[config.mk]
export PLATFORM = sky130hd
export DESIGN_NAME = led_key_display_link_sequencer
export DESIGN_NICKNAME = d
export VERILOG_FILES = /design/src/rtl/lkd_pkg.sv /design/src/rtl/lkd_step.sv /design/src/rtl/led_key_display_link_sequencer.sv
export VERILOG_INCLUDE_DIRS = /design/src /design/src/rtl
export SDC_FILE = /design/constraint.sdc
export NUM_CORES = 1
export LEC_CHECK = 0
export ABC_AREA = 1
export BUFFER_PORTS_ARGS = -buffer_cell sky130_fd_sc_hd__buf_2
export CAP_MARGIN = 20
export CORE_UTILIZATION = 57
export CTS_CLUSTER_DIAMETER = 30
export DETAILED_ROUTE_END_ITERATION = 10
export PLACE_DENSITY_LB_ADDON = 0.05
export SYNTH_ARGS = -nofsm -noshare
export SYNTH_HDL_FRONTEND = slang
export SYNTH_SLANG_ARGS = --single-unit
[constraint.sdc]
create_clock -name clk_i -period 3 [get_ports clk_i]
set_input_delay 0.3 -clock clk_i [delete_from_list [all_inputs] [get_ports clk_i]]
set_output_delay 0.3 -clock clk_i [all_outputs]
set_load 0.005 [all_outputs]
[src/rtl/assert_macros.svh]
// assertion macros used by the top-level rtl file
`ifndef ASSERT_MACROS_SVH
`define ASSERT_MACROS_SVH

`ifndef SYNTH

// same-cycle implication, checked on every rising clock edge outside reset
`define LKD_ASSERT_NOW(name, ante, cons, msg) \
  name: assert property (@(posedge clk_i) disable iff (!rst_ni) (ante) |-> (cons)) \
    else $error(msg);

// next-cycle implication
`define LKD_ASSERT_NEXT(name, ante, cons, msg) \
  name: assert property (@(posedge clk_i) disable iff (!rst_ni) (ante) |=> (cons)) \
    else $error(msg);

`else

`define LKD_ASSERT_NOW(name, ante, cons, msg)
`define LKD_ASSERT_NEXT(name, ante, cons, msg)

`endif

`endif

[src/rtl/lkd_pkg.sv]
// types, command bytes and segment table for the display link sequencer
`default_nettype none

package lkd_pkg;

  typedef enum logic [1:0] {
    KIND_UPDATE    = 2'd0,
    KIND_READ      = 2'd1,
    KIND_BYTE_DONE = 2'd2
  } kind_e;

  typedef enum logic [2:0] {
    OP_IDLE  = 3'b001,
    OP_WRITE = 3'b010,
    OP_READ  = 3'b100
  } op_e;

  localparam int unsigned NumDigits = 8;
  localparam int unsigned NumKeyRegs = 3;

  localparam logic [7:0] CmdDataWrite = 8'h40;
  localparam logic [7:0] CmdDataRead  = 8'h42;
  localparam logic [7:0] CmdAddrBase  = 8'hC0;
  localparam logic [7:0] CmdDisplayOn = 8'h8F;
  localparam logic [7:0] DummyByte    = 8'h00;

  localparam logic [4:0] StepFirst    = 5'd0;
  localparam logic [4:0] StepDataLast = 5'd16;
  localparam logic [4:0] StepCtrl     = 5'd17;
  localparam logic [4:0] StepWriteEnd = 5'd18;
  localparam logic [4:0] StepKeyLast  = 5'd3;

  typedef struct packed {
    logic [7:0] key_status;
    logic       done_res;
    logic [7:0] send_byte;
    logic       send_valid;
    logic       read_mode;
    logic       strobe_release;
    logic       strobe_pulse;
    logic       strobe_assert;
  } result_t;

  typedef struct packed {
    logic       emit;
    logic       digit_we;
    logic       key_we;
    logic [1:0] key_idx;
  } step_ctrl_t;

  function automatic logic [7:0] seg_of(input logic [3:0] digit);
    logic [7:0] seg;
    case (digit)
      4'h0: seg = 8'h3F;
      4'h1: seg = 8'h06;
      4'h2: seg = 8'h5B;
      4'h3: seg = 8'h4F;
      4'h4: seg = 8'h66;
      4'h5: seg = 8'h6D;
      4'h6: seg = 8'h7D;
      4'h7: seg = 8'h07;
      4'h8: seg = 8'h7F;
      4'h9: seg = 8'h6F;
      4'hA: seg = 8'h77;
      4'hB: seg = 8'h7C;
      4'hC: seg = 8'h39;
      4'hD: seg = 8'h5E;
      4'hE: seg = 8'h79;
      default: seg = 8'h71;
    endcase
    return seg;
  endfunction

endpackage

`default_nettype wire

[src/rtl/lkd_step.sv]
// next-state and result logic for one request against the sequencer state
`default_nettype none

module lkd_step import lkd_pkg::*; (
  input  logic [1:0]                 kind_i,
  input  logic [7:0]                 read_byte_i,
  input  op_e                        op_i,
  input  logic [4:0]                 step_i,
  input  logic [NumDigits-1:0][3:0]  digit_i,
  input  logic [7:0]                 led_i,
  input  logic [NumKeyRegs-1:0][7:0] key_i,
  output op_e                        op_o,
  output logic [4:0]                 step_o,
  output step_ctrl_t                 ctrl_o,
  output result_t                    res_o
);

  logic [4:0] step_m1;
  logic [2:0] pair_idx;
  logic [7:0] status;

  assign step_m1  = step_i - 5'd1;
  assign pair_idx = step_m1[3:1];
  assign status   = key_i[0] | {key_i[1][6:0], 1'b0} | {key_i[2][5:0], 2'b0}
                  | {read_byte_i[4:0], 3'b0};

  always_comb begin
    op_o           = op_i;
    step_o         = step_i;
    res_o          = '0;
    ctrl_o         = '0;
    ctrl_o.key_idx = step_m1[1:0];
    case (kind_i)
      KIND_UPDATE, KIND_READ: begin
        if (op_i == OP_IDLE) begin
          ctrl_o.emit         = 1'b1;
          step_o              = StepFirst;
          res_o.strobe_assert = 1'b1;
          res_o.send_valid    = 1'b1;
          if (kind_i == KIND_UPDATE) begin
            op_o            = OP_WRITE;
            ctrl_o.digit_we = 1'b1;
            res_o.send_byte = CmdDataWrite;
          end else begin
            op_o            = OP_READ;
            res_o.send_byte = CmdDataRead;
          end
        end
      end
      KIND_BYTE_DONE: begin
        if (op_i != OP_IDLE) begin
          ctrl_o.emit = 1'b1;
          step_o      = step_i + 5'd1;
          unique case (op_i)
            OP_WRITE: begin
              if (step_i == StepFirst) begin
                res_o.strobe_pulse = 1'b1;
                res_o.send_valid   = 1'b1;
                res_o.send_byte    = CmdAddrBase;
              end else if (step_i <= StepDataLast) begin
                res_o.send_valid = 1'b1;
                // odd steps carry segments, even steps the led bit
                if (step_i[0]) begin
                  res_o.send_byte = seg_of(digit_i[pair_idx]);
                end else begin
                  res_o.send_byte = {7'b0, led_i[pair_idx]};
                end
              end else if (step_i == StepCtrl) begin
                res_o.strobe_pulse = 1'b1;
                res_o.send_valid   = 1'b1;
                res_o.send_byte    = CmdDisplayOn;
              end else begin
                op_o                 = OP_IDLE;
                step_o               = StepFirst;
                res_o.strobe_release = 1'b1;
                res_o.done_res       = 1'b1;
              end
            end
            OP_READ: begin
              if (step_i == StepFirst) begin
                res_o.read_mode  = 1'b1;
                res_o.send_valid = 1'b1;
                res_o.send_byte  = DummyByte;
              end else if (step_i <= StepKeyLast) begin
                ctrl_o.key_we    = 1'b1;
                res_o.send_valid = 1'b1;
                res_o.send_byte  = DummyByte;
              end else begin
                op_o                 = OP_IDLE;
                step_o               = StepFirst;
                res_o.strobe_release = 1'b1;
                res_o.done_res       = 1'b1;
                res_o.key_status     = status;
              end
            end
            default: begin
              ctrl_o.emit = 1'b0;
              step_o      = step_i;
            end
          endcase
        end
      end
      default: begin
        // unused kind code is dropped
        ctrl_o.emit = 1'b0;
      end
    endcase
  end

endmodule

`default_nettype wire

[src/rtl/led_key_display_link_sequencer.sv]
// top level of the display and key link sequencer
//
//  channel   group    tuser      tdata (low bit first)
//  request   s_axis   kind[1:0]  digits_packed[31:0] led_bits[39:32] read_byte[47:40]
//  result    m_axis   -          strobe_assert, strobe_pulse, strobe_release,
//                                read_mode, send_valid, send_byte[12:5],
//                                done_res[13], key_status[21:14], zero pad
//
// one request per cycle while the result side does not stall; each request passes
// through the input register, then the step logic, then the result register
// reset returns the sequence to idle with the step count and led bits cleared
// a held result stalls the input register only when the next request yields a result
// requests that yield nothing pass through without waiting on the result side
`default_nettype none
`include "assert_macros.svh"

module led_key_display_link_sequencer import lkd_pkg::*; (
  input  logic        clk_i,
  input  logic        rst_ni,
  input  logic        s_axis_tvalid_i,
  output logic        s_axis_tready_o,
  input  logic [47:0] s_axis_tdata_i,  // digits_packed, led_bits, read_byte
  input  logic [1:0]  s_axis_tuser_i,  // kind
  output logic        m_axis_tvalid_o,
  input  logic        m_axis_tready_i,
  output logic [23:0] m_axis_tdata_o   // strobe_assert .. key_status, zero pad
);

  logic        in_valid_q;
  logic [47:0] in_data_q;
  logic [1:0]  in_kind_q;

  op_e                        op_q, op_d;
  logic [4:0]                 step_q, step_d;
  logic [NumDigits-1:0][3:0]  digit_q;
  logic [7:0]                 led_q;
  logic [NumKeyRegs-1:0][7:0] key_q;

  logic       out_valid_q;
  result_t    res_q, res_d;
  step_ctrl_t ctrl;
  logic       advance;
  logic       take_in;

  lkd_step u_step (
    .kind_i      (in_kind_q),
    .read_byte_i (in_data_q[47:40]),
    .op_i        (op_q),
    .step_i      (step_q),
    .digit_i     (digit_q),
    .led_i       (led_q),
    .key_i       (key_q),
    .op_o        (op_d),
    .step_o      (step_d),
    .ctrl_o      (ctrl),
    .res_o       (res_d)
  );

  assign advance         = in_valid_q && (!ctrl.emit || !out_valid_q || m_axis_tready_i);
  assign s_axis_tready_o = !in_valid_q || advance;
  assign take_in         = s_axis_tvalid_i && s_axis_tready_o;

  always_ff @(posedge clk_i or negedge rst_ni) begin
    if (!rst_ni) begin
      in_valid_q  <= 1'b0;
      out_valid_q <= 1'b0;
      op_q        <= OP_IDLE;
      step_q      <= '0;
      led_q       <= '0;
    end else begin
      if (s_axis_tready_o) begin
        in_valid_q <= s_axis_tvalid_i;
      end
      if (advance) begin
        op_q   <= op_d;
        step_q <= step_d;
        if (ctrl.digit_we) begin
          led_q <= in_data_q[39:32];
        end
      end
      if (advance && ctrl.emit) begin
        out_valid_q <= 1'b1;
      end else if (m_axis_tready_i) begin
        out_valid_q <= 1'b0;
      end
    end
  end

  always_ff @(posedge clk_i) begin
    if (take_in) begin
      in_data_q <= s_axis_tdata_i;
      in_kind_q <= s_axis_tuser_i;
    end
    if (advance && ctrl.emit) begin
      res_q <= res_d;
    end
    if (advance && ctrl.digit_we) begin
      digit_q <= in_data_q[31:0];
    end
    if (advance && ctrl.key_we) begin
      key_q[ctrl.key_idx] <= in_data_q[47:40];
    end
  end

  assign m_axis_tvalid_o = out_valid_q;
  assign m_axis_tdata_o  = {2'b0, res_q};

  `LKD_ASSERT_NOW(a_idle_step_zero, op_q == OP_IDLE, step_q == StepFirst, "idle with nonzero step")
  `LKD_ASSERT_NOW(a_write_step_range, op_q == OP_WRITE, step_q <= StepWriteEnd, "write step overrun")
  `LKD_ASSERT_NOW(a_open_from_idle, advance && ctrl.emit && res_d.strobe_assert, op_q == OP_IDLE, "strobe opened while busy")
  `LKD_ASSERT_NEXT(a_done_goes_idle, advance && ctrl.emit && res_d.done_res, op_q == OP_IDLE, "done without return to idle")

endmodule

`default_nettype wire

---- Word level (Yosys, flattened, before mapping) ----
Memories as Yosys holds them, arrays and structs flattened.
Cells that the tools add are included.
word-level totals
  register bits ........................... 146
  memory bits (read-only) ................. 112
  logic and storage cells ................. 146
  memories ................................ 1
operators by class
  add/subtract/negate cells ............... 2
  $lt $le $gt $ge ......................... 5
  equal/unequal tests ..................... 15
  multiplexer cells ....................... 66
  bitwise gates (word level) .............. 6
  reduce and logical (&&, ||, !) cells .... 25
memories
  name              depth  bits a word  read ports  clocked after memory_dff  wr ports  RTL line       source
  (name not given)  16     7            1           0                         0         lkd_pkg.sv:53  case (digit)
operators with widths
  kind                   number
  $mux W9                6
  $mux W5                7
  $mux W1                25
  $bwmux W24             1
  $mux W3                8
  $mux W8                3
  $or A8 B8 Y8           3
  $pmux W10 S2           1
  $pmux W5 S2            2
  $ne A3 B3 Y1 const B   6
  $pmux W9 S2            1
  $demux W8 S2           1
  $bmux W4 S3            1
  $mux W12               1
  $pmux W3 S2            2
  $reduce_and A10 Y1     1
  $logic_and A1 B1 Y1    6
  $mux W2                3
  $reduce_and A3 Y1      2
  $add A5 B1 Y5 const B  1
  $eq A5 B5 Y1 const B   1
  $le A5 B2 Y1 const B   1
  $le A5 B5 Y1 const B   1
  $logic_not A5 Y1       1
  23 further kinds       34

---- Depth between registers and ports, before layout ----
Gate-level depths: netlist (run 1).
  depth in word-level cells ............... 11
  depth in mapped cells ................... 18
  mapped depth without buffers ............ 17

---- By module ----
A second synthesis (run 1) with hierarchy kept.
unflattened totals
  cells, all modules ...................... 511
  area, all modules ....................... 6030.8 um2
by module, submodules not included
  module                          instances  cells each  area each (um2)
  led_key_display_link_sequencer  1          223         4663.2
  lkd_step                        1          288         1367.6

---- Least setup slack after synthesis (run 1) ----
OpenSTA, ideal clock, no wires.
  kind .................................... reg2reg
  start point ............................. reg op_q[0]
  end point ............................... reg in_data_q[0], enable pin
  data arrival time ....................... 2104 ps
  path slack .............................. 492 ps
  cell stages (with the launch flop) ...... 9
  buffers on the path ..................... 0
  period minus slack after synthesis ...... 2508 ps
  path through ............................ dfstp_2 inv_1 nand3_1 nand2_1 nand2_1 nand2_2 nand4_1 nand2_1 inv_1
between the ends
  cells in the longest elaborated chain, start to end .. 11
  elaborated cells between the ends (all ways) .. 15
RTL lines
  element                                       RTL line                              source
  start, declared                               led_key_display_link_sequencer.sv:33  op_e op_q, op_d;
  start signal, assigned                        led_key_display_link_sequencer.sv:75  op_q <= op_d;
  $eq A3 B3 Y1 or $eq A3 B2 Y1 (tied branches)  lkd_step.sv:54                        unique case (op_i)
  $reduce_or A2 Y1 (no line)                    -
  $mux W1                                       lkd_step.sv:54
  $mux W1                                       lkd_step.sv:51                        if (op_i != OP_IDLE) begin
  $pmux W1 S2 *                                 lkd_step.sv:33                        case (kind_i)
  $logic_not A1 Y1 *                            led_key_display_link_sequencer.sv:59  assign advance = in_valid_q && (!ctrl.emit || !out_valid_q || m_axis_tready_i);
  $logic_or A1 B1 Y1 * (2 in a row)             led_key_display_link_sequencer.sv:59
  $logic_and A1 B1 Y1 *                         led_key_display_link_sequencer.sv:59
  $logic_or A1 B1 Y1 *                          led_key_display_link_sequencer.sv:60  assign s_axis_tready_o = !in_valid_q || advance;
  named net s_axis_tready_o                     led_key_display_link_sequencer.sv:21  output logic s_axis_tready_o,
  $logic_and A1 B1 Y1 *                         led_key_display_link_sequencer.sv:61  assign take_in = s_axis_tvalid_i && s_axis_tready_o;
  named net take_in                             led_key_display_link_sequencer.sv:43  logic take_in;
  end signal, assigned                          led_key_display_link_sequencer.sv:91  in_data_q <= s_axis_tdata_i;
  end, declared                                 led_key_display_link_sequencer.sv:30  logic [47:0] in_data_q;
Mark *: on every way through the listed nets, which the timed path passes. The rest lies on a longest branch.
A chain may end at the register's enable or synchronous reset.

---- Final worst setup path (run 1) ----
  start point ............................. reg step_q[1]
  end point ............................... reg res_q (netlist bit m_axis_tdata_o[6]) (data pin)
between the ends
  cells in the longest elaborated chain, start to end .. 10
  elaborated cells between the ends (all ways) .. 14
RTL lines
  element                        RTL line                              source
  start, declared                led_key_display_link_sequencer.sv:34  logic [4:0] step_q, step_d;
  start signal, assigned         led_key_display_link_sequencer.sv:76  step_q <= step_d;
  $sub A4 B1 Y4                  lkd_step.sv:22                        assign step_m1 = step_i - 5'd1;
  $bmux W4 S3                    lkd_step.sv:64                        res_o.send_byte = seg_of(digit_i[pair_idx]);
  $mux W4 (not written as such)  lkd_step.sv:64
  $mem_v2 Z16 W7                 -
  $mux W8                        lkd_step.sv:63                        if (step_i[0]) begin
  $mux W9                        lkd_step.sv:60                        end else if (step_i <= StepDataLast) begin
  $mux W9 *                      lkd_step.sv:56                        if (step_i == StepFirst) begin
  $pmux W10 S2 *                 lkd_step.sv:54
  $mux W12 *                     lkd_step.sv:51
  $pmux W9 S2 *                  lkd_step.sv:33
  end signal, assigned           led_key_display_link_sequencer.sv:95  res_q <= res_d;
  end, declared                  led_key_display_link_sequencer.sv:40  result_t res_q, res_d;
Every way passes the cells marked *; elsewhere a longest branch is shown, timed or not. The select of a mux whose other input is x is not followed.

==> impl_metrics.csv, run 1 <==
group,metric,value,unit
setup_path,critPathTopFamily,"simple AND/OR/NAND/NOR gates",
die,ios,80,
yosys,synth_top_area_cell,"edfxtp_1",
die,core,9910,um2
cts,cts_setup_buffers,0,
cts,numCtsBuffers,17,
pwr,ir_drop,0.787,mV
setup_path,endpoint_kind,"flip-flop",
timing,period_share,88.7,%
cts,clockBufferDepth,2,
worst_hold_path,min_from,"m_axis_tready_i",
timing,rsz0062_at_grt,"false",
detailed_routing,drtIter0Drc,173,
setup_path,rr_worst_depth,17,
final_layout,final_nets,720,
setup_path,worstPathCellList,"inv_1, ha_1, inv_1, buf_4, nand2_1, nand2_1, nand2_1, nand2_1, nand2_1, nand2_1, ha_1, nor2_1, nand2_1, nand3_1, nand2_1, nand2_1, nand2_1",
yosys,netlist_instances,510,
setup_path,crit-reg2reg-launch,"step_q[1]",
setup_path,criticalPathCategory,"reg2reg",
yosys,yosysTopAreaCellShare,63.0,%
final_layout,area_delta_synth_final,27.0,%
yosys,netlist_top_cells_count,"170 x nand2_1, 124 x edfxtp_1, 42 x inv_1",
yosys,ys_warn_count,0,
die,die_h,104,um
pwr,powerDensity,969,nW/um2
yosys,synthArstFlopShare,12.7,%
final_layout,n_antenna_cell,0,
timing,clock_skew,7.00,ps
detailed_routing,via_count,3962,
setup_path,r2r_end,"m_axis_tdata_o[6]",
detailed_routing,wl_per_cell,13.6,um
yosys,ys_ff_latch,142,
global_routing,grt_pass1_wl,18600,um
timing,fin_tns_setup,0,ps
outcome,status,"completed",
timing,slew_headroom,57.2,%
setup_path,slowest_stage,"dfrtp_1",
detailed_routing,routed_wl,10900,um
pwr,total_power,7270,uW
place,dp_hpwl,6690,um
yosys,yosysMostFrequentCell,"nand2_1",
global_routing,grt_usage,22.7,%
place,port_buffers,77,
final_layout,drive_gt1_share,21.7,%
yosys,ys.flop_type,"edfxtp_1",
timing,min_period,2660,ps
timing,max_freq,376,MHz
setup_path,cp_num_cells,17,
die,die-width,104,um
yosys,avgSynthCellArea,11.6,um2
cts,post_cts_resized,0,
setup_path,rrSetupSlack,340,ps
timing,finalHoldViolCount,0,
cts,cts_sinks,142,
cts,clk-insertion-delay-late,530,ps
die,dieArea,10800,um2
setup_path,path_max_fanout,11,
yosys,synth.area.top_cells,"edfxtp_1 63%, nand2_1 11%, dfrtp_1 7.2%",
pwr,power_leakage,0.00322,uW
global_routing,grt_max_degree,43,
setup_path,slowest_delay,470,ps
worst_hold_path,hold_path.class,"in2reg",
setup_path,path_common_cell,"nand2_1",
die,start_util,59.6,%
detailed_routing,viasPerCell,4.95,
global_routing,grt_pass1_vias,3947,
timing,setup-violations-final,0,
setup_path,cp.required,3290,ps
yosys,synth_edf_count,124,
final_layout,fin_util,75.7,%
yosys,seq_area_frac_synth,70.7,%
die,placementRows,36,
worst_hold_path,hold_path_end,"m_axis_tvalid_o",
timing,slew_violations,0,
worst_hold_path,hold_depth,4,
global_routing,overflow,0,
cts,cts_tree,"done",
setup_path,arrival,2950,ps
timing,tightest_slew,640,ps
cts,h-tree-depth,4,
yosys,synth_cell_types,29,
setup_path,worstSetupStartpointType,"flip-flop",
place,gp_congestion,0.865,
cts,cts_hold_buf,52,
cts,cts_root_buffer,"clkbuf_8",
cts,clk_pin_slew,60,ps
setup_path,crit_buf_inv,3,
flow_run,maxCapViolCount,0,
detailed_routing,drc_errors,0,
global_routing,antenna_found_initial,0,
detailed_routing,detail_route.first_pass.iterations,5,
detailed_routing,antenna_left,0,
yosys,synth.cell_area,5910,um2
==> cell type report <==
cell class / instances / area (um2)
clock buffer: 17 / 414
clock inverter: 14 / 120
fill: 659 / 2410
inverter: 47 / 181
multi-input combinational: 312 / 1470
sequential: 142 / 4180
tap: 133 / 166
timing repair buffer: 136 / 971
==> power by group <==
part           switching [uW]  internal, uW
Clock                     791          1090
Sequential                119          2370
Combinational            1930           962
==> placed cells by master, fill, tap and decap left out, drive strengths merged, types with 5 or more instances in the layout <==
cell / instances
nor2: 40
ha: 10
nand2: 185
dlygate4sd3: 52
inv: 50
nand4: 6
nor4: 5
dfrtp: 17
clkbuf: 17
o21ai: 22
buf: 84
clkinv: 7
nand3: 24
edfxtp: 124
a21oi: 9
==> through the flow <==
step | hold slack, ps | area (um2) | std cells | worst slack [ps]
after floorplan | 4.41 | 5910 | 511 | 492
after global placement | 254 | 6450 | 718 | 473
after detailed placement | 260 | 6450 | 718 | 355
after CTS | 43.3 | 7500 | 801 | 334
after global routing | 93.5 | 7500 | 801 | 68.3
final | 98.7 | 7500 | 801 | 339
==> flip-flops by register name, summed over array words and instances, names as in the netlist <==
signal,count
in_data_q,48
digit_q,32
key_q,21
m_axis_tdata_o,21
led_q,8
step_q,5
op_q,3
in_kind_q,2
in_valid_q,1
m_axis_tvalid_o,1
==> worst min-delay path: stages <==
cell and delay [ps]:
buf_2 90, inv_1 80, nand2_1 70, nand2_1 50
==> cells by family (layout without fill, tap and decap cells) <==
kind of cell             count (synthesis)  after routing  synth area share, %
AO/OA/AOI/OAI                           35             35                 3.39
XOR/XNOR                                 1              1                0.148
adder cells (fa/ha/maj)                 10             10                 2.12
buffers and inverters                   57            214                 4.45
flip-flops                             142            142                 70.7
other                                    1              2               0.0635
AND/OR/NAND/NOR                        264            264                 19.1
==> per-layer routing <==
metal	track usage [%]	wire (um)	vias up
li1	-	-	2005
met1	28.3	4850	1831
met2	36.5	5280	105
met3	6.48	455	21
met4	11.5	302	0
met5	0	0	-
==> worst max-delay path by stage <==
| stage | endpoint | from |
|---|---|---|
| floorplan | in_data_q[0] | op_q[0] |
| global placement | m_axis_tdata_o[6] | step_q[1] |
| detailed placement | m_axis_tdata_o[6] | step_q[1] |
| CTS | m_axis_tdata_o[6] | step_q[1] |
| global route | m_axis_tdata_o[6] | step_q[1] |
| finish | m_axis_tdata_o[6] | step_q[1] |
(Power assumes the default switching activity.)
==> run 2: changes to the inputs <==
--- a/config.mk
+++ b/config.mk
@@ -9,10 +9,12 @@
 export ABC_AREA = 1
 export BUFFER_PORTS_ARGS = -buffer_cell sky130_fd_sc_hd__buf_2
 export CAP_MARGIN = 20
+export CORE_MARGIN = 2
 export CORE_UTILIZATION = 57
 export CTS_CLUSTER_DIAMETER = 30
 export DETAILED_ROUTE_END_ITERATION = 10
 export PLACE_DENSITY_LB_ADDON = 0.05
+export RECOVER_POWER = 25
 export SYNTH_ARGS = -nofsm -noshare
 export SYNTH_HDL_FRONTEND = slang
 export SYNTH_SLANG_ARGS = --single-unit
==> run 2 against run 1 <==
Net effect: global-route usage fell by 0.86 points; clock power grew 14%; sequential power hardly changed; critical path depth is the same.
==> impl_metrics.csv, run 2 (synthesized netlist as in run 1, its figures left out) <==
group,metric,value,unit
timing,tightest_slew,1020,ps
cts,cts_sinks,142,
setup_path,r2r_end,"m_axis_tdata_o[6]",
cts,clk_pin_slew,60,ps
timing,rsz0062_at_grt,"false",
pwr,p_comb_share,38.5,%
cts,cts_tree,"done",
outcome,status,"completed",
global_routing,grt_pass1_vias,3920,
timing,max_freq,376,MHz
place,port_buffers,77,
pwr,p_sw,2850,uW
setup_path,endpoint_kind,"flip-flop",
setup_path,arrival,2950,ps
final_layout,reg_top3,"in_data_q x48, digit_q x32",
detailed_routing,antenna_left,0,
cts,clk-insertion-delay-late,540,ps
global_routing,grt_usage,21.9,%
pwr,ir_drop,0.639,mV
setup_path,criticalPathCategory,"reg2reg",
setup_path,startpoint,"step_q[1]",
global_routing,antenna_found_initial,0,
worst_hold_path,hold_path.class,"in2reg",
pwr,total_power,7530,uW
timing,fin_tns_setup,0,ps
setup_path,rr_worst_depth,17,
final_layout,fin_util,74.4,%
pwr,powerDensity,994,nW/um2
cts,clockBufferDepth,2,
place,preCtsSetupSlack,373,ps
final_layout,area_delta_synth_final,28.2,%
global_routing,grt_pass1_wl,18400,um
worst_hold_path,hold_path_end,"m_axis_tvalid_o",
timing,clock_skew,12.3,ps
detailed_routing,drc_errors,0,
die,start_util,58.0,%
timing,finalHoldViolCount,0,
detailed_routing,viasPerCell,4.93,
final_layout,regMostFlops,"in_data_q",
final_layout,final_nets,720,
timing,setup_ws,340,ps
final_layout,final_common_cell,"nand2_1",
cts,post_cts_resized,0,
detailed_routing,drtIter0Drc,209,
global_routing,overflow,0,
setup_path,crit-reg2reg-launch,"step_q[1]",
final_layout,largest_reg_flops,48,
timing,period_share,88.7,%
detailed_routing,via_count,3966,
pwr,pwr-share-clk,28.4,%
worst_hold_path,min_from,"m_axis_tready_i",
setup_path,worstSetupStartpointType,"flip-flop",
detailed_routing,detail_route.first_pass.iterations,4,
place,gp_congestion,0.905,
pwr,seqPwrFrac,33.1,%
setup_path,path_max_fanout,12,
final_layout,drive_gt1_share,21.6,%
die,placementRows,37,
flow_run,maxCapViolCount,0,
timing,slew_headroom,31.9,%
setup_path,rrSetupSlack,340,ps
global_routing,grt_max_degree,51,
worst_hold_path,hold_depth,4,
timing,setup-violations-final,0,
place,dp_hpwl,6740,um
die,ios,80,
die,die_h,106,um
pwr,switching_share,37.8,%
timing,slew_violations,0,
pwr,p_int,4680,uW
die,core,10200,um2
cts,numCtsBuffers,17,
timing,min_period,2660,ps
detailed_routing,wl_per_cell,13.6,um
final_layout,n_antenna_cell,0,
setup_path,cp.required,3290,ps
cts,h-tree-depth,4,
cts,cts_root_buffer,"clkbuf_8",
detailed_routing,routed_wl,10900,um
die,dieArea,11200,um2
pwr,power_leakage,0.00326,uW
die,die-width,106,um
final_layout,layout_common_cells,"170 x nand2_1, 124 x edfxtp_1, 76 x buf_2",
[run 2: cell count changes in the layout (fill, tap and decap cells not counted)]
cell	change
bufinv_16	+3
buf_2	-1
clkbuf_1	+1
clkinv_2	-1
clkinvlp_4	-2
[run 2: power by group through the flow]
stage / registers [uW] / clock network, uW / logic [uW]
floorplan: 2510 / 0 / 2260
finish: 2490 / 2140 / 2900
CTS: 2490 / 2170 / 2880
detailed placement: 2530 / 0 / 2800
global route: 2510 / 2260 / 3300
global placement: 2530 / 0 / 2720
[run 2: worst max path at each step]
stage	to	slack (ps)	depth (start not counted)
floorplan	in_data_q[0]	490	8
global placement	m_axis_tdata_o[6]	480	17
detailed placement	m_axis_tdata_o[11]	370	18
CTS	m_axis_tdata_o[11]	340	18
global route	m_axis_tdata_o[11]	20	18
finish	m_axis_tdata_o[6]	340	17
[run 2: layout make-up]
cell class / count / area [um2]
multi-input cells: 312 / 1470
well taps: 136 / 170
flip-flops and latches: 142 / 4180
repair buffers: 136 / 970
fillers: 682 / 2610
clock inverters: 14 / 190
inverters: 47 / 181
clock buffers: 17 / 414
[run 2: through the flow]
step                      std cells  hold slack, ps  cell area (um2)
after floorplan                 511            4.41             5910
after global placement          721             250             6450
after detailed placement        721             263             6450
after CTS                       804            29.3             7570
after global routing            804            82.6             7570
final                           804            64.6             7570
[run 2: routing by layer]
layer | routed length, um | vias to the layer above | track usage, %
met2 | 5280 | 108 | 33.9
li1 | - | 2008 | -
met1 | 4950 | 1833 | 28.2
met4 | 179 | 0 | 10.4
met3 | 526 | 17 | 7.05
met5 | 0 | - | 0
[run 2: worst max-delay path, stage by stage (launching register included)]
cell	delay [ps]
dfrtp_1	470
inv_1	150
ha_1	310
inv_1	190
buf_4	220
nand2_1	70
nand2_1	60
nand2_1	70
nand2_1	70
nand2_1	40
nand2_1	140
ha_1	260
nor2_1	110
nand2_1	50
nand3_1	70
nand2_1	50
nand2_1	60
nand2_1	40
[run 2: repair_timing]
item,in CTS,in global routing
hold buffers,52,0
buffers inserted,0,0
endpoints found under the hold margin,68,0
==> run 3: changes to the inputs <==
--- a/config.mk
+++ b/config.mk
@@ -9,8 +9,8 @@
 export ABC_AREA = 1
 export BUFFER_PORTS_ARGS = -buffer_cell sky130_fd_sc_hd__buf_2
 export CAP_MARGIN = 20
-export CORE_MARGIN = 2
-export CORE_UTILIZATION = 57
+export CORE_MARGIN = 4
+export CORE_UTILIZATION = 53
 export CTS_CLUSTER_DIAMETER = 30
 export DETAILED_ROUTE_END_ITERATION = 10
 export PLACE_DENSITY_LB_ADDON = 0.05
==> run 3 against run 2 <==
Net effect: count of clock-buffer cells in the layout up 8; total power decreased by 3.4%; register-to-register slack worse by 20 ps; global-route usage fell by 2.7 points; sequential power is essentially flat; largest cell class unchanged; critical path type unchanged; die area up 15%; via count shrank 0.78%; clock power decreased by 12%; combinational power about the same; first-iteration DRC count is 6.2% lower.
==> impl_metrics.csv, run 3 (synthesized netlist as in run 1, its figures left out) <==
group,metric,value,unit
timing,fin_tns_setup,0,ps
timing,rsz0062_at_grt,"false",
final_layout,regMostFlops,"in_data_q",
die,dieArea,12900,um2
setup_path,criticalPathCategory,"reg2reg",
place,dpl.cell_count,725,
pwr,powerDensity,968,nW/um2
place,gp_congestion,0.851,
timing,max_freq,373,MHz
place,dp_hpwl,7050,um
detailed_routing,drtIter0Drc,196,
timing,setup_ws,316,ps
die,placementRows,38,
detailed_routing,detail_route.first_pass.iterations,4,
global_routing,grt_max_degree,51,
global_routing,grt_pass1_wl,19000,um
cts,clockBufferDepth,2,
die,die-width,114,um
pwr,seqPwrFrac,34.3,%
detailed_routing,drc_errors,0,
global_routing,grt_pass1_vias,3983,
detailed_routing,viasPerCell,4.86,
timing,tightest_slew,1010,ps
detailed_routing,antenna_left,0,
pwr,switching_share,38.2,%
outcome,status,"completed",
die,start_util,54.3,%
setup_path,path_max_fanout,12,
place,port_buffers,77,
timing,clock_skew,6.75,ps
cts,clk-insertion-delay-late,520,ps
timing,finalHoldViolCount,0,
global_routing,antenna_found_initial,0,
worst_hold_path,hold_path.class,"in2reg",
final_layout,fin_area,7510,um2
pwr,p_int,4490,uW
pwr,ir_drop,0.560,mV
pwr,p_comb_share,39.7,%
detailed_routing,via_count,3935,
cts,numCtsBuffers,17,
final_layout,reg_top3,"in_data_q x48, digit_q x32",
pwr,total_power,7270,uW
timing,slew_violations,0,
final_layout,final_common_cell,"nand2_1",
die,ios,80,
final_layout,largest_reg_flops,48,
timing,min_period,2680,ps
flow_run,maxCapViolCount,0,
setup_path,arrival,2960,ps
final_layout,n_antenna_cell,0,
timing,slew_headroom,32.8,%
pwr,p_sw,2780,uW
cts,post_cts_resized,0,
place,preCtsSetupSlack,361,ps
global_routing,overflow,0,
final_layout,layout_common_cells,"170 x nand2_1, 124 x edfxtp_1, 76 x buf_2",
global_routing,grt_usage,19.2,%
setup_path,cp.required,3280,ps
setup_path,endpoint_kind,"flip-flop",
timing,period_share,89.5,%
detailed_routing,wl_per_cell,13.9,um
cts,clk_pin_slew,60,ps
pwr,power_leakage,0.00322,uW
die,core,10900,um2
final_layout,area_delta_synth_final,27.2,%
setup_path,worstSetupStartpointType,"flip-flop",
cts,cts_sinks,142,
pwr,pwr-share-clk,26.1,%
cts,cts_root_buffer,"clkbuf_8",
detailed_routing,routed_wl,11200,um
place,placed_area,6450,um2
final_layout,final_cells,809,
die,die_h,114,um
cts,h-tree-depth,4,
final_layout,final_nets,720,
cts,cts_tree,"done",
timing,setup-violations-final,0,
final_layout,drive_gt1_share,20.9,%
run 3: cell count changes in the layout (fill, tap and decap cells not counted), sizes merged:
cell      change
bufinv        -3
clkbuf        +8
clkinv        -2
clkinvlp      +1
inv           -3
run 3: timing repair:
action / in CTS / in global routing
hold buffers: 52 / 0
buffers inserted: 0 / 0
endpoints found under the hold margin: 68 / 0
run 3: critical path: stages, from the launching register on:
cell,delay [ps]
dfrtp_1,470
inv_1,150
ha_1,310
inv_1,190
buf_4,220
nand2_1,60
nand2_1,70
nand2_1,70
nand2_1,80
nand2_1,40
nand2_1,140
ha_1,250
nor2_1,100
nand2_1,60
nand3_1,80
nand2_1,50
nand2_1,60
nand2_1,50
run 3: worst paths after layout:
kind / end / slack [ps] / cells after the start / from
worst max register to register: m_axis_tdata_o[6] / 320 / 17 / step_q[1]
worst min register to register: digit_q[15] / 420 / 0 / in_data_q[15]
max in group asynchronous: led_q[2] / 1920 / 2 / rst_ni
worst max-delay path: m_axis_tdata_o[6] / 320 / 17 / step_q[1]
worst min-delay path: m_axis_tvalid_o / 70 / 4 / m_axis_tready_i
min in group asynchronous: op_q[2] / 470 / 2 / rst_ni
run 3: power groups by stage:
| stage | Combinational, uW | Clock, uW | Sequential (uW) |
|---|---|---|---|
| after floorplan | 2260 | 0 | 2510 |
| after global placement | 2750 | 0 | 2530 |
| after detailed placement | 2800 | 0 | 2530 |
| after CTS | 2870 | 1930 | 2500 |
| after global routing | 3340 | 2040 | 2520 |
| final | 2880 | 1890 | 2490 |
run 3: layout make-up:
type	count	area, um2
Inverter	47	181
Clock inverter	7	63.8
Sequential cell	142	4180
Multi-Input combinational cell	312	1470
Fill cell	790	3380
Timing Repair Buffer	136	970
Tap cell	140	175
Clock buffer	25	474
run 3: routing by layer:
metal	track usage, %	routed length [um]
met5	0	0
met4	6.97	133
met3	5.94	653
met2	31.2	5540
met1	24.5	4920
run 3: metrics by stage:
step / utilization [%] / hold slack (ps)
CTS: 69.0 / 48.4
floorplan: - / 4.41
global placement: 59.3 / 256
detailed placement: 59.3 / 257
global route: 69.0 / 52.9
finish: 69.0 / 73.6
